--- config.mk ---
export PLATFORM = sky130hd
export DESIGN_NAME = framed_setpoint_ramp_link
export DESIGN_NICKNAME = d
export VERILOG_FILES = /design/src/hdl/fspr_pkg.sv /design/src/hdl/framed_setpoint_ramp_link.sv /design/src/hdl/fspr_front.sv /design/src/hdl/fspr_queue.sv /design/src/hdl/fspr_back.sv
export SDC_FILE = /design/constraint.sdc
export NUM_CORES = 1
export LEC_CHECK = 0
export BUFFER_PORTS_ARGS = -buffer_cell sky130_fd_sc_hd__buf_2
export CAP_MARGIN = 10
export CORE_MARGIN = 2
export CORE_UTILIZATION = 35
export CTS_BUF_LIST = sky130_fd_sc_hd__clkbuf_8 sky130_fd_sc_hd__clkbuf_16
export DETAILED_ROUTE_END_ITERATION = 16
export PLACE_DENSITY = 0.59
export SLEW_MARGIN = 10
export SYNTH_ARGS = -nofsm -noshare
export SYNTH_HDL_FRONTEND = slang
export SYNTH_HIERARCHICAL = 1
export SYNTH_SLANG_ARGS = --single-unit
--- constraint.sdc ---
create_clock -name clk -period 5.6 [get_ports clk]
set_input_delay 0.84 -clock clk [delete_from_list [all_inputs] [get_ports clk]]
set_output_delay 0.84 -clock clk [all_outputs]
set_load 0.02 [all_outputs]
--- src/hdl/fspr_pkg.sv ---
// Shared types, constants and the frame check helper for the setpoint ramp link.
// Used by the front end, the command queue, the ramp back end, the top level and the checker.
package fspr_pkg;

	localparam logic [7:0] SYNC_A      = 8'hAA;
	localparam logic [7:0] SYNC_B      = 8'hBB;
	localparam logic [7:0] CMD_STREAM  = 8'h05;
	localparam logic [7:0] FLAG_DATA   = 8'h00;
	localparam logic [7:0] FLAG_EOF    = 8'h01;
	localparam logic [7:0] FLAG_CANCEL = 8'h02;

	localparam logic [7:0] RAMP_STEP_RESET = 8'd2;

	// Depth of the command queue between the front end and the ramp back end (2 or more).
	localparam int QUEUE_DEPTH_DEFAULT = 4;

	// Commands passed from the front end to the back end.
	localparam int OP_W = 2;
	localparam logic [OP_W-1:0] OP_TICK  = 2'd0;
	localparam logic [OP_W-1:0] OP_START = 2'd1;
	localparam logic [OP_W-1:0] OP_STOP  = 2'd2;

	typedef struct packed {
		logic       kind;
		logic [7:0] rx_byte;
	} in_item_t;

	typedef struct packed {
		logic       frame_flag;
		logic [7:0] level;
		logic [7:0] frame_check;
	} out_item_t;

	typedef struct packed {
		logic [OP_W-1:0] op;
		logic [7:0]      value;
	} cmd_t;

	// 8-bit sum of the four leading bytes of a frame.
	function automatic logic [7:0] sum8(input logic [7:0] a, input logic [7:0] b,
			input logic [7:0] c, input logic [7:0] d);
		sum8 = a + b + c + d;
	endfunction

endpackage

--- src/hdl/framed_setpoint_ramp_link.sv ---
// Top level of the framed setpoint ramp link: step register, front end, queue, back end.
// Depends on fspr_pkg, fspr_front, fspr_queue and fspr_back.
//
//   Channel   Direction  Handshake            Payload
//   in        sink       in_valid / in_stall  in_data  (kind, rx_byte)
//   out       source     out_valid/out_stall  out_data (frame_flag, level, frame_check)
//   cfg       sink       cfg_wr_en            cfg_wr_data (ramp_step)
//
// While in_stall is low, one input item is taken per cycle; the front end classifies it in
// the cycle of its transfer. A result goes through the command queue to the output register.
// in_stall rises only when the command queue is full; out_stall holds the output register
// and stops the back end, while the queue keeps absorbing input.
// Reset clears all control state and loads a ramp step of 2.
module framed_setpoint_ramp_link #(
	parameter int QUEUE_DEPTH = fspr_pkg::QUEUE_DEPTH_DEFAULT
) (
	input  logic                clk,
	input  logic                arst_n,
	input  logic                in_valid,
	output logic                in_stall,
	input  fspr_pkg::in_item_t  in_data,
	output logic                out_valid,
	input  logic                out_stall,
	output fspr_pkg::out_item_t out_data,
	input  logic                cfg_wr_en,
	input  logic [7:0]          cfg_wr_data
);
	import fspr_pkg::*;

	logic [7:0] ramp_step_q;
	logic       q_push, q_pop, q_full, q_valid;
	cmd_t       q_cmd, q_head;

	always_ff @(posedge clk or negedge arst_n) begin
		if (!arst_n) ramp_step_q <= RAMP_STEP_RESET;
		else if (cfg_wr_en) ramp_step_q <= cfg_wr_data;
	end

	fspr_front u_front (
		.clk      (clk),
		.arst_n   (arst_n),
		.in_valid (in_valid),
		.in_stall (in_stall),
		.in_data  (in_data),
		.q_full   (q_full),
		.q_push   (q_push),
		.q_cmd    (q_cmd)
	);

	fspr_queue #(.DEPTH(QUEUE_DEPTH)) u_queue (
		.clk      (clk),
		.arst_n   (arst_n),
		.push     (q_push),
		.push_cmd (q_cmd),
		.pop      (q_pop),
		.full     (q_full),
		.valid    (q_valid),
		.head     (q_head)
	);

	fspr_back u_back (
		.clk       (clk),
		.arst_n    (arst_n),
		.ramp_step (ramp_step_q),
		.q_valid   (q_valid),
		.q_head    (q_head),
		.q_pop     (q_pop),
		.out_valid (out_valid),
		.out_stall (out_stall),
		.out_data  (out_data)
	);

endmodule

--- src/hdl/fspr_front.sv ---
// Front end: takes input transfers, tracks the frame receiver and classifies each item.
// Depends on fspr_pkg; pushes commands into fspr_queue.
module fspr_front (
	input  logic              clk,
	input  logic              arst_n,
	input  logic              in_valid,
	output logic              in_stall,
	input  fspr_pkg::in_item_t in_data,
	input  logic              q_full,
	output logic              q_push,
	output fspr_pkg::cmd_t    q_cmd
);
	import fspr_pkg::*;

	localparam logic [2:0] POS_HUNT   = 3'd0;
	localparam logic [2:0] POS_SYNC_A = 3'd1;
	localparam logic [2:0] POS_CMD    = 3'd2;
	localparam logic [2:0] POS_FLAG   = 3'd3;
	localparam logic [2:0] POS_CHECK  = 3'd4;

	logic [2:0] sync_count_q, sync_count_d;
	logic [7:0] cmd_hold_q, flag_hold_q;
	logic       accept;
	logic       is_byte;
	logic [7:0] b;
	logic       frame_ok;

	assign in_stall = q_full;
	assign accept   = in_valid & ~in_stall;
	assign is_byte  = ~in_data.kind;
	assign b        = in_data.rx_byte;

	assign frame_ok = (sync_count_q == POS_CHECK) && (cmd_hold_q == CMD_STREAM) &&
		(b == sum8(SYNC_A, SYNC_B, cmd_hold_q, flag_hold_q));

	always_comb begin
		unique case (sync_count_q)
			POS_SYNC_A: begin
				if (b == SYNC_B) sync_count_d = POS_CMD;
				else if (b == SYNC_A) sync_count_d = POS_SYNC_A;
				else sync_count_d = POS_HUNT;
			end
			POS_CMD:   sync_count_d = POS_FLAG;
			POS_FLAG:  sync_count_d = POS_CHECK;
			POS_CHECK: sync_count_d = POS_HUNT;
			default:   sync_count_d = (b == SYNC_A) ? POS_SYNC_A : POS_HUNT;
		endcase
	end

	// Ticks always go through; a byte yields a command only when it completes a valid frame.
	always_comb begin
		q_push      = 1'b0;
		q_cmd.op    = OP_TICK;
		q_cmd.value = b;
		if (accept) begin
			if (!is_byte) begin
				q_push = 1'b1;
			end else if (frame_ok) begin
				if (flag_hold_q == FLAG_DATA) begin
					q_push   = 1'b1;
					q_cmd.op = OP_START;
				end else if (flag_hold_q == FLAG_EOF || flag_hold_q == FLAG_CANCEL) begin
					q_push   = 1'b1;
					q_cmd.op = OP_STOP;
				end
			end
		end
	end

	always_ff @(posedge clk or negedge arst_n) begin
		if (!arst_n) begin
			sync_count_q <= POS_HUNT;
			cmd_hold_q   <= '0;
			flag_hold_q  <= '0;
		end else if (accept && is_byte) begin
			sync_count_q <= sync_count_d;
			if (sync_count_q == POS_CMD) cmd_hold_q <= b;
			if (sync_count_q == POS_FLAG) flag_hold_q <= b;
		end
	end

endmodule

--- src/hdl/fspr_queue.sv ---
// Short command queue between the front end and the ramp back end.
// Depends on fspr_pkg for the command type.
module fspr_queue #(
	parameter int DEPTH = fspr_pkg::QUEUE_DEPTH_DEFAULT
) (
	input  logic           clk,
	input  logic           arst_n,
	input  logic           push,
	input  fspr_pkg::cmd_t push_cmd,
	input  logic           pop,
	output logic           full,
	output logic           valid,
	output fspr_pkg::cmd_t head
);
	import fspr_pkg::*;

	localparam int PTR_W = $clog2(DEPTH);
	localparam int CNT_W = $clog2(DEPTH + 1);

	cmd_t             mem_q [DEPTH];
	logic [PTR_W-1:0] wr_ptr_q, rd_ptr_q;
	logic [CNT_W-1:0] count_q;
	logic             do_push, do_pop;

	assign full    = (count_q == CNT_W'(DEPTH));
	assign valid   = (count_q != '0);
	assign head    = mem_q[rd_ptr_q];
	assign do_push = push & ~full;
	assign do_pop  = pop & valid;

	always_ff @(posedge clk) begin
		if (do_push) mem_q[wr_ptr_q] <= push_cmd;
	end

	always_ff @(posedge clk or negedge arst_n) begin
		if (!arst_n) begin
			wr_ptr_q <= '0;
			rd_ptr_q <= '0;
			count_q  <= '0;
		end else begin
			if (do_push) wr_ptr_q <= (wr_ptr_q == PTR_W'(DEPTH - 1)) ? '0 : wr_ptr_q + 1'b1;
			if (do_pop) rd_ptr_q <= (rd_ptr_q == PTR_W'(DEPTH - 1)) ? '0 : rd_ptr_q + 1'b1;
			unique case ({do_push, do_pop})
				2'b10:   count_q <= count_q + 1'b1;
				2'b01:   count_q <= count_q - 1'b1;
				default: count_q <= count_q;
			endcase
		end
	end

endmodule

--- src/hdl/fspr_back.sv ---
// Back end: carries out queued commands, ramps the level and holds the output register.
// Depends on fspr_pkg; reads commands from fspr_queue.
module fspr_back (
	input  logic               clk,
	input  logic               arst_n,
	input  logic [7:0]         ramp_step,
	input  logic               q_valid,
	input  fspr_pkg::cmd_t     q_head,
	output logic               q_pop,
	output logic               out_valid,
	input  logic               out_stall,
	output fspr_pkg::out_item_t out_data
);
	import fspr_pkg::*;

	logic [7:0] target_q, level_q;
	logic       streaming_q, ticker_alive_q;
	logic       out_valid_q;
	out_item_t  out_q;
	logic       out_free;
	logic [8:0] up_sum;
	logic [7:0] down_gap;
	logic [7:0] level_next;
	logic       emit_data, emit_eof;

	assign out_free  = ~out_valid_q | ~out_stall;
	assign q_pop     = q_valid & out_free;
	assign out_valid = out_valid_q;
	assign out_data  = out_q;

	// One step toward the target, stopping on it rather than passing it.
	always_comb begin
		up_sum   = {1'b0, level_q} + {1'b0, ramp_step};
		down_gap = level_q - target_q;
		if (level_q < target_q) begin
			level_next = (up_sum > {1'b0, target_q}) ? target_q : up_sum[7:0];
		end else if (level_q > target_q) begin
			level_next = (down_gap >= ramp_step) ? level_q - ramp_step : target_q;
		end else begin
			level_next = level_q;
		end
	end

	assign emit_data = q_pop && (q_head.op == OP_TICK) && ticker_alive_q && streaming_q;
	assign emit_eof  = q_pop && (q_head.op == OP_STOP) && streaming_q;

	always_ff @(posedge clk or negedge arst_n) begin
		if (!arst_n) begin
			target_q       <= '0;
			level_q        <= '0;
			streaming_q    <= 1'b0;
			ticker_alive_q <= 1'b0;
		end else if (q_pop) begin
			unique case (q_head.op)
				OP_TICK: begin
					if (ticker_alive_q) begin
						if (!streaming_q) ticker_alive_q <= 1'b0;
						else level_q <= level_next;
					end
				end
				OP_START: begin
					target_q <= q_head.value;
					// A stop still draining through the ticker blocks a restart.
					if (!streaming_q && !ticker_alive_q) begin
						streaming_q    <= 1'b1;
						ticker_alive_q <= 1'b1;
					end
				end
				OP_STOP: begin
					streaming_q <= 1'b0;
				end
				default: ;
			endcase
		end
	end

	always_ff @(posedge clk or negedge arst_n) begin
		if (!arst_n) begin
			out_valid_q <= 1'b0;
		end else if (out_free) begin
			out_valid_q <= emit_data | emit_eof;
		end
	end

	always_ff @(posedge clk) begin
		if (emit_data) begin
			out_q.frame_flag  <= 1'b0;
			out_q.level       <= level_next;
			out_q.frame_check <= sum8(SYNC_A, SYNC_B, CMD_STREAM, FLAG_DATA);
		end else if (emit_eof) begin
			out_q.frame_flag  <= 1'b1;
			out_q.level       <= '0;
			out_q.frame_check <= sum8(SYNC_A, SYNC_B, CMD_STREAM, FLAG_EOF);
		end
	end

endmodule

==> results of run 1 <==
path summary, 6_finish.rpt:
check	from	end	slack, ns	cells after the start
setup / recovery	ramp_step_q[0]$_DFFE_PN0P_	u_back/out_data[15]$_DFFE_PP_	1.63	13
hold / removal	u_back/out_data[16]$_SDFFE_PP0P_	u_back/out_data[16]$_SDFFE_PP0P_	0.47	2
setup reg to reg	ramp_step_q[0]$_DFFE_PN0P_	u_back/out_data[15]$_DFFE_PP_	1.63	13
hold reg to reg	u_back/out_data[16]$_SDFFE_PP0P_	u_back/out_data[16]$_SDFFE_PP0P_	0.47	2
max in group asynchronous	arst_n	u_back/level_q[3]$_DFFE_PN0P_	4.48	2
min in group asynchronous	arst_n	ramp_step_q[4]$_DFFE_PN0P_	0.62	2
per-stage QoR:
step | utilization | setup WS (ns)
2_1_floorplan | - | 2.01
3_3_place_gp | 0.370 | 1.81
3_5_place_dp | 0.370 | 1.71
4_1_cts | 0.388 | 1.66
5_1_grt | 0.388 | 1.37
6_report | 0.388 | 1.63
registers in the layout (all words and copies together), names as in the netlist:
name                   cells
u_queue/mem_q             40
u_front/cmd_hold_q         8
u_queue/rd_ptr_q           2
u_back/target_q            8
u_back/level_q             8
ramp_step_q                8
u_back/out_valid           1
u_back/out_data            9
u_back/streaming_q         1
u_queue/wr_ptr_q           2
u_front/sync_count_q       3
u_front/flag_hold_q        8
u_queue/count_q            3
u_back/ticker_alive_q      1
cell families (layout without fill, tap and decap cells):
family | Yosys count | in the layout
buffers and inverters | 80 | 101
AND/OR/NAND/NOR | 139 | 139
AO/OA/AOI/OAI | 123 | 123
adder cells (fa/ha/maj) | 63 | 63
XOR/XNOR | 28 | 28
multiplexers | 48 | 48
flip-flops | 102 | 102
other | 2 | 7
cell usage in the layout (no fill, tap or decap), types with 5 or more instances in the layout:
master / n
nand3_1: 8
clkbuf_16: 9
a21o_1: 7
nor3_1: 12
nor2b_1: 9
o21a_1: 5
a21oi_1: 30
nand4_1: 7
inv_1: 50
conb_1: 7
nand2_1: 28
and2_1: 5
o22ai_1: 6
mux4_1: 5
dfrtp_1: 52
xnor2_1: 18
buf_2: 33
fa_1: 5
edfxtp_1: 48
xor2_1: 10
mux4_2: 5
mux2_2: 23
o21ai_0: 21
mux2_4: 11
nor2_1: 34
ha_1: 58
final cells by class:
type,count,area (um2),share of cell area
multi-input combinational,408,3450,0.477
sequential,102,2790,0.386
tap,234,293,0.0405
clock buffer,9,225,0.0312
inverter,51,191,0.0265
timing repair buffer,34,173,0.0239
clock inverter,7,105,0.0145
cell usage after synthesis, drive strengths merged, types with 4 or more instances:
master | count | area [um2]
o21a | 5 | 37.5
o221ai | 4 | 35.0
buf | 26 | 194
nor3 | 12 | 60.1
xnor2 | 18 | 158
nand2b | 5 | 38.8
xor2 | 10 | 87.6
a31oi | 4 | 25.0
mux4 | 10 | 244
a221oi | 7 | 80.1
nor2 | 35 | 134
o21ai | 27 | 143
o311ai | 4 | 35.0
nand4 | 7 | 43.8
o211ai | 4 | 30.0
edfxtp | 48 | 1440
nor2b | 10 | 65.1
a21oi | 30 | 150
nand3 | 8 | 40.0
a211oi | 7 | 75.1
fa | 5 | 100
mux2 | 35 | 435
o22ai | 6 | 37.5
nor4 | 5 | 52.6
dfrtp | 52 | 1300
or3 | 5 | 36.3
ha | 58 | 726
nand2 | 29 | 116
and2 | 5 | 31.3
inv | 51 | 191
a21o | 7 | 52.6
metal layers:
metal,vias to the layer above,GRT usage
met5,-,0
li1,2167,-
met4,0,0.0616
met3,38,0.0344
met1,2176,0.178
met2,128,0.263
critical path, delay by kind of cell (launching register included):
family	cells	cell delay, ns
AOI/OAI and AO/OA	6	1.23
adders and majority gates	3	1.07
DFF	1	0.42
muxes	1	0.33
and+or+nand+nor	3	0.75
==> flow_summary.toml, run 1 <==
[run_status]
outcome = "finished, final reports clean"

[critical_path]
path_cells = "ha_1 -> fa_1 -> nand2b_4 -> a211oi_4 -> or4_1 -> o311ai_1 -> ha_1 -> a2111oi_2 -> o21ai_1 -> o22a_1 -> nor2_2 -> mux2_4 -> o22ai_1"
critPathSlowestCell = "fa_1"
cp-start-kind = "flip-flop"
path_common_cell = "ha_1"
path_class = "reg -> reg"
worstPathArrival_ns = 4.14
cp_slowest_stage_delay_ns = 0.46
critPathCaptureType = "flip-flop"
crit_required_ns = 5.77
crit_path_max_fanout = 6

[final_layout]
final_area_um2 = 7230
antenna_cells = 0
nets = 691
fin_cells = 845
area_delta_synth_final_pct = 9.21
fillers = 1818
drive_gt1_frac = 0.182

[timing]
finalCriticalPeriod_ns = 3.97
rsz0062_at_grt = "false"
finalSetupViolations = 0
skew_ns = 0.00786
fmax_mhz = 252
slew_headroom = 0.485
finalHoldViolations = 0
whs_ns = 0.471
worst_pin_slew_ns = 0.766
tns_ns = 0
drv_slew = 0
finalCritPeriodShare = 0.709

[clock_network]
cts_setup_buffers = 0
insertion_delay_ns = 0.34
postCtsResizedCells = 0
cts_tree = "yes"
cts_root_buf = "clkbuf_16"
hold_buffers = 0
cts.sinks = 102
cts_made_buffers = 9
cts_buffer_depth = 2
clkTransAtPathRegs_ns = 0.07
h-tree-depth = 3

[global_routing]
grt_antenna_before_repair = 0
grt_pass1_wl_um = 23700
grt_max_degree = 54
grt_overflow = 0
first_global_vias = 4690
gr-usage-all-layers = 0.150

[floorplan]
core_um2 = 18600
fp-row-count = 50
initial_core_util = 0.355
die_w_um = 141
die_y_um = 141
die-area_um2 = 20000
pin_count = 41

[placement]
postPlaceCellArea_um2 = 6900
dp_hpwl_um = 11000
gp_congestion = 0.930
dp_cells = 829
port_buffers = 33

[route]
wl_met1_um = 6050
drt.antenna.violating_nets = 0
vias = 4509
firstDrtPassIters = 5
totalWireLength_um = 14400
drt_iter0_drc = 225
route.detailed.drc = 0
wl_per_cell_um = 17.0
wl_met3_um = 633
top_layer_used = "met4"
via_per_inst = 5.34
wl_met2_um = 7180

[yosys]
synth_compound_area_frac = 0.131
ys.flop_type = "dfrtp_1"
synthSimpleGateAreaFrac = 0.117
synth_top_family_by_area = "compound AO/OA/AOI/OAI gates"
synth.area.mux_share = 0.107
synth_seq_area_share = 0.422
synth_edf_count = 48
synth_seq_cells = 102
ys_async_sr_fraction = 0.520
synth_area_um2 = 6620
synthCells = 585
synth_area_per_cell_um2 = 11.3
synth_warnings = 6
yosys.area_share.xor_xnor = 0.0371
ys_types = 80
synthAdderAreaFrac = 0.125

[min_path]
hp-class = "reg -> reg"

[run]
drv_cap = 0
Power of run 1 is not shown: default switching activity piles up to over one toggle a cycle in this logic, so the estimate is an artifact.
==> inputs of run 2 (changes only) <==
--- a/config.mk
+++ b/config.mk
@@ -11,7 +11,7 @@
 export CORE_UTILIZATION = 35
 export CTS_BUF_LIST = sky130_fd_sc_hd__clkbuf_8 sky130_fd_sc_hd__clkbuf_16
 export DETAILED_ROUTE_END_ITERATION = 16
-export PLACE_DENSITY = 0.59
+export PLACE_DENSITY = 0.61
 export SLEW_MARGIN = 10
 export SYNTH_ARGS = -nofsm -noshare
 export SYNTH_HDL_FRONTEND = slang
==> constraint.sdc (replaced) <==
create_clock -name clk -period 3.6 [get_ports clk]
set_input_delay 0.54 -clock clk [delete_from_list [all_inputs] [get_ports clk]]
set_output_delay 0.54 -clock clk [all_outputs]
set_load 0.02 [all_outputs]
==> flow_summary.toml, run 2 (same netlist as run 1, synthesis figures left out) <==
[critical_path]
critPathTopFamily = "adder cells"
r2r_slack_ns = 0.07
cp-endpoint = "u_queue/count_q[2]$_DFFE_PN0P_"
cp_slowest_stage_delay_ns = 0.57
crit_required_ns = 3.84
cp-startpoint = "u_front/cmd_hold_q[1]$_DFFE_PN0P_"
path_cells = "ha_1 -> ha_2 -> fa_2 -> xor2_1 -> nor4_1 -> nand4_1 -> o31ai_2 -> nor2b_4 -> inv_2 -> ha_4 -> inv_2 -> fa_2 -> xor2_1 -> nor2_1 -> xor2_1"
r2r_end = "u_queue/count_q[2]$_DFFE_PN0P_"
regToRegStartpoint = "u_front/cmd_hold_q[1]$_DFFE_PN0P_"
critPathSlowestCell = "fa_2"
crit_buf_inv = 2
critPathCaptureType = "flip-flop"
worstPathArrival_ns = 3.77
r2r_cells = 15
crit_path_max_fanout = 3
path_class = "reg -> reg"
cp-start-kind = "flip-flop"
cp_num_cells = 15
path_common_cell = "xor2_1"

[global_routing]
grt_max_degree = 33
gr-usage-all-layers = 0.159
grt_pass1_wl_um = 24700
grt_overflow = 0
grt_antenna_before_repair = 0
first_global_vias = 4826

[clock_network]
clkTransAtPathRegs_ns = 0.07
cts.sinks = 102
cts_tree = "yes"
cts_made_buffers = 9
insertion_delay_ns = 0.35
h-tree-depth = 3
cts_buffer_depth = 2
cts_root_buf = "clkbuf_16"

[floorplan]
pin_count = 41
initial_core_util = 0.355
core_um2 = 18600
die_y_um = 141
die_w_um = 141
fp-row-count = 50
die-area_um2 = 20000

[route]
drt.antenna.violating_nets = 0
totalWireLength_um = 15800
wl_per_cell_um = 17.7
vias = 4775
drt_iter0_drc = 268
route.detailed.drc = 0
via_per_inst = 5.34
firstDrtPassIters = 5

[final_layout]
multi_input_area_um2 = 3740
largest_reg_flops = 40
layout_common_cells = "dfrtp_1, edfxtp_1, inv_1"
top_register = "u_queue/mem_q"
seqCellArea_um2 = 2790
antenna_cells = 0
fillers = 1721
layout_commonest_cell = "dfrtp_1"
utilization = 0.424
area_delta_synth_final_pct = 19.5
fin_cells = 894
drive_gt1_frac = 0.315
nets = 740

[timing]
finalCriticalPeriod_ns = 3.53
fmax_mhz = 283
slew_headroom = 0.453
tns_ns = 0
worst_pin_slew_ns = 0.820
setup_ws_ns = 0.0681
finalHoldViolations = 0
finalSetupViolations = 0
finalCritPeriodShare = 0.981
drv_slew = 0
skew_ns = 0.00622

[placement]
dp_hpwl_um = 11800
dp_slack_ns = -0.137
dp_cells = 864
port_buffers = 33
gp_congestion = 0.900

[run_status]
outcome = "finished, final reports clean"

[min_path]
hp-class = "in -> async"

[run]
drv_cap = 0
[run 2: cell count changes in the layout (fill, tap and decap cells not counted), moves of 4 or more]
| cell | previous run | this run |
|---|---|---|
| buf_4 | 1 | 44 |
| ha_1 | 58 | 44 |
| ha_2 | 0 | 7 |
| ha_4 | 0 | 7 |
| inv_1 | 50 | 45 |
| inv_2 | 1 | 6 |
| o21ai_0 | 21 | 16 |
| a21oi_1 | 30 | 26 |
| buf_12 | 0 | 4 |
| fa_1 | 5 | 1 |
| fa_2 | 0 | 4 |
[run 2: worst min path at each step]
stage,start,endpoint,slack (ns),cells after the start
global placement,u_back/out_data[16]$_SDFFE_PP0P_,u_back/out_data[16]$_SDFFE_PP0P_,0.47,2
finish,arst_n,ramp_step_q[6]$_DFFE_PN0P_,0.28,1
floorplan,arst_n,ramp_step_q[0]$_DFFE_PN0P_,0.24,0
global route,arst_n,u_back/target_q[5]$_DFFE_PN0P_,0.34,1
CTS,arst_n,ramp_step_q[6]$_DFFE_PN0P_,0.30,1
detailed placement,u_back/out_data[16]$_SDFFE_PP0P_,u_back/out_data[16]$_SDFFE_PP0P_,0.47,2
[run 2: repair_timing]
item / in CTS / in global routing
endpoints found under the setup margin: 16 / 18
pin swaps: 7 / 27
gates resized for setup: 11 / 57
setup buffers: 6 / 9
hold buffers: 0 / 0
[run 2: through the flow]
stage          cell area, um2  hold WS [ns]
5_1_grt                  7910         0.339
6_report                 7910         0.278
2_1_floorplan            6640         0.244
3_5_place_dp             7210         0.471
3_3_place_gp             7210         0.467
4_1_cts                  7600         0.301
[run 2: layout make-up]
class / count / share of cell area
clock buffer: 9 / 0.0285
multi-input combinational: 408 / 0.473
sequential: 102 / 0.353
inverter: 51 / 0.0242
clock inverter: 7 / 0.00839
tap: 234 / 0.0370
timing repair buffer: 83 / 0.0756
[run 2: worst reg2reg max path, delay by kind of cell (launching register included)]
kind	cells	cell delay [ns]
adders and majority gates	5	1.41
and+or+nand+nor	4	0.86
DFF	1	0.40
xor gates and xnor gates	3	0.34
AOI/OAI and AO/OA	1	0.29
buffers and inverters	2	0.12
[run 2: routing by layer]
layer,global-route usage,wire [um],up-vias
met4,0.0679,556,0
met3,0.0337,672,41
met2,0.289,8220,136
met5,0,0,-
li1,-,-,2269
met1,0.181,6390,2329
Power of run 2 is left out for the same reason.
==> inputs of run 3 (changes only) <==
--- a/config.mk
+++ b/config.mk
@@ -12,6 +12,7 @@
 export CTS_BUF_LIST = sky130_fd_sc_hd__clkbuf_8 sky130_fd_sc_hd__clkbuf_16
 export DETAILED_ROUTE_END_ITERATION = 16
 export PLACE_DENSITY = 0.61
+export SETUP_SLACK_MARGIN = 0.2
 export SLEW_MARGIN = 10
 export SYNTH_ARGS = -nofsm -noshare
 export SYNTH_HDL_FRONTEND = slang
==> flow_summary.toml, run 3 (same netlist as run 1, synthesis figures left out) <==
[final_layout]
nets = 763
fillers = 1737
largest_reg_flops = 40
area_delta_synth_final_pct = 25.8
final_area_um2 = 8320
layout_commonest_cell = "buf_4"
drive_gt1_frac = 0.379
antenna_cells = 0
top_register = "u_queue/mem_q"
layout_common_cells = "buf_4, dfrtp_1, edfxtp_1"

[route]
firstDrtPassIters = 4
via_per_inst = 5.39
route.detailed.drc = 0
totalWireLength_um = 16900
top_layer_used = "met4"
wl_met2_um = 8730
wl_per_cell_um = 18.4
vias = 4940
drt.antenna.violating_nets = 0
drt_iter0_drc = 258
wl_met1_um = 6870
wl_met3_um = 609

[critical_path]
cp-start-kind = "flip-flop"
critPathCaptureType = "flip-flop"
cp_slowest_stage_delay_ns = 0.44
crit_path_max_fanout = 5
crit_required_ns = 3.86
worstPathArrival_ns = 3.81
crit_buf_inv = 0
critPathTopFamily = "compound AO/OA/AOI/OAI gates"
critPathSlowestCell = "or4_4"
path_class = "reg -> reg"
path_cells = "ha_2 -> fa_2 -> nand2b_4 -> a211oi_4 -> or4_4 -> o311ai_4 -> ha_4 -> a2111oi_4 -> o21ai_2 -> o22a_2 -> nor2_4 -> mux2_4 -> a221oi_2"

[floorplan]
initial_core_util = 0.355
die_y_um = 141
die_w_um = 141
pin_count = 41
fp-row-count = 50
core_um2 = 18600
die-area_um2 = 20000

[global_routing]
gr-usage-all-layers = 0.168
grt_max_degree = 45
grt_overflow = 0
grt_pass1_wl_um = 26400
first_global_vias = 5047
grt_antenna_before_repair = 0

[timing]
fmax_mhz = 282
finalSetupViolations = 0
skew_ns = 0.00855
slew_headroom = 0.313
drv_slew = 0
finalCritPeriodShare = 0.986
finalHoldViolations = 0
worst_pin_slew_ns = 1.03
rsz0062_at_grt = "true"
finalCriticalPeriod_ns = 3.55

[clock_network]
clkTransAtPathRegs_ns = 0.07
hold_buffers = 0
cts_tree = "yes"
cts_root_buf = "clkbuf_16"
cts_made_buffers = 9
h-tree-depth = 3
cts.sinks = 102
insertion_delay_ns = 0.36
cts_buffer_depth = 2

[placement]
dp_hpwl_um = 12000
gp_congestion = 0.881
postPlaceCellArea_um2 = 7230
port_buffers = 33

[run_status]
outcome = "finished, final reports clean"

[min_path]
hp-class = "in -> async"

[run]
drv_cap = 0
[run 3: path summary, 6_finish.rpt]
path,start,end,slack (ns),cells past startpoint
setup / recovery,u_back/level_q[0]$_DFFE_PN0P_,u_back/level_q[7]$_DFFE_PN0P_,0.05,13
hold / removal,arst_n,ramp_step_q[7]$_DFFE_PN0P_,0.34,1
setup reg to reg,u_back/level_q[0]$_DFFE_PN0P_,u_back/level_q[7]$_DFFE_PN0P_,0.05,13
hold reg to reg,u_back/out_data[16]$_SDFFE_PP0P_,u_back/out_data[16]$_SDFFE_PP0P_,0.47,2
max in group asynchronous,arst_n,u_back/level_q[4]$_DFFE_PN0P_,2.45,2
min in group clk,out_stall,u_back/out_valid$_DFFE_PN0N_,0.41,2
[run 3: stage by stage]
stage / TNS (ns) / utilization / std cells / setup WS, ns / hold slack (ns)
global route: -0.576 / 0.446 / 917 / -0.0845 / 0.410
detailed placement: -0.397 / 0.388 / 864 / -0.121 / 0.466
floorplan: 0 / - / 590 / 0.140 / 0.244
CTS: -0.0000613 / 0.421 / 901 / -0.0000613 / 0.395
global placement: -0.594 / 0.388 / 864 / -0.115 / 0.463
finish: 0 / 0.446 / 917 / 0.0510 / 0.341
[run 3: layout make-up]
type | count | area (um2) | area share
sequential | 102 | 2790 | 0.336
inverter | 51 | 191 | 0.0230
multi-input combinational | 409 | 3950 | 0.474
tap | 234 | 293 | 0.0352
timing repair buffer | 105 | 788 | 0.0947
clock buffer | 10 | 250 | 0.0301
clock inverter | 6 | 61.3 | 0.00737
[run 3: worst reg2reg max path: cells and delay by family, from the launching register on]
kind,cells,cell delay (ns)
muxes,1,0.32
DFF,1,0.42
adders and majority gates,3,0.85
AOI/OAI and AO/OA,6,1.19
and+or+nand+nor,3,0.67
[run 3: timing repair]
item / CTS / global route
pin swaps: 21 / 44
cloned: 1 / 0
endpoints found under the setup margin: 18 / 18
gates resized for setup: 34 / 66
setup buffers: 20 / 16
[run 3: routing by layer]
| metal | track usage | vias to the layer above |
|---|---|---|
| met5 | 0 | - |
| met4 | 0.0689 | 0 |
| met3 | 0.0358 | 44 |
| met2 | 0.305 | 137 |
| met1 | 0.192 | 2448 |
| li1 | - | 2311 |
Power of run 3 is left out for the same reason.
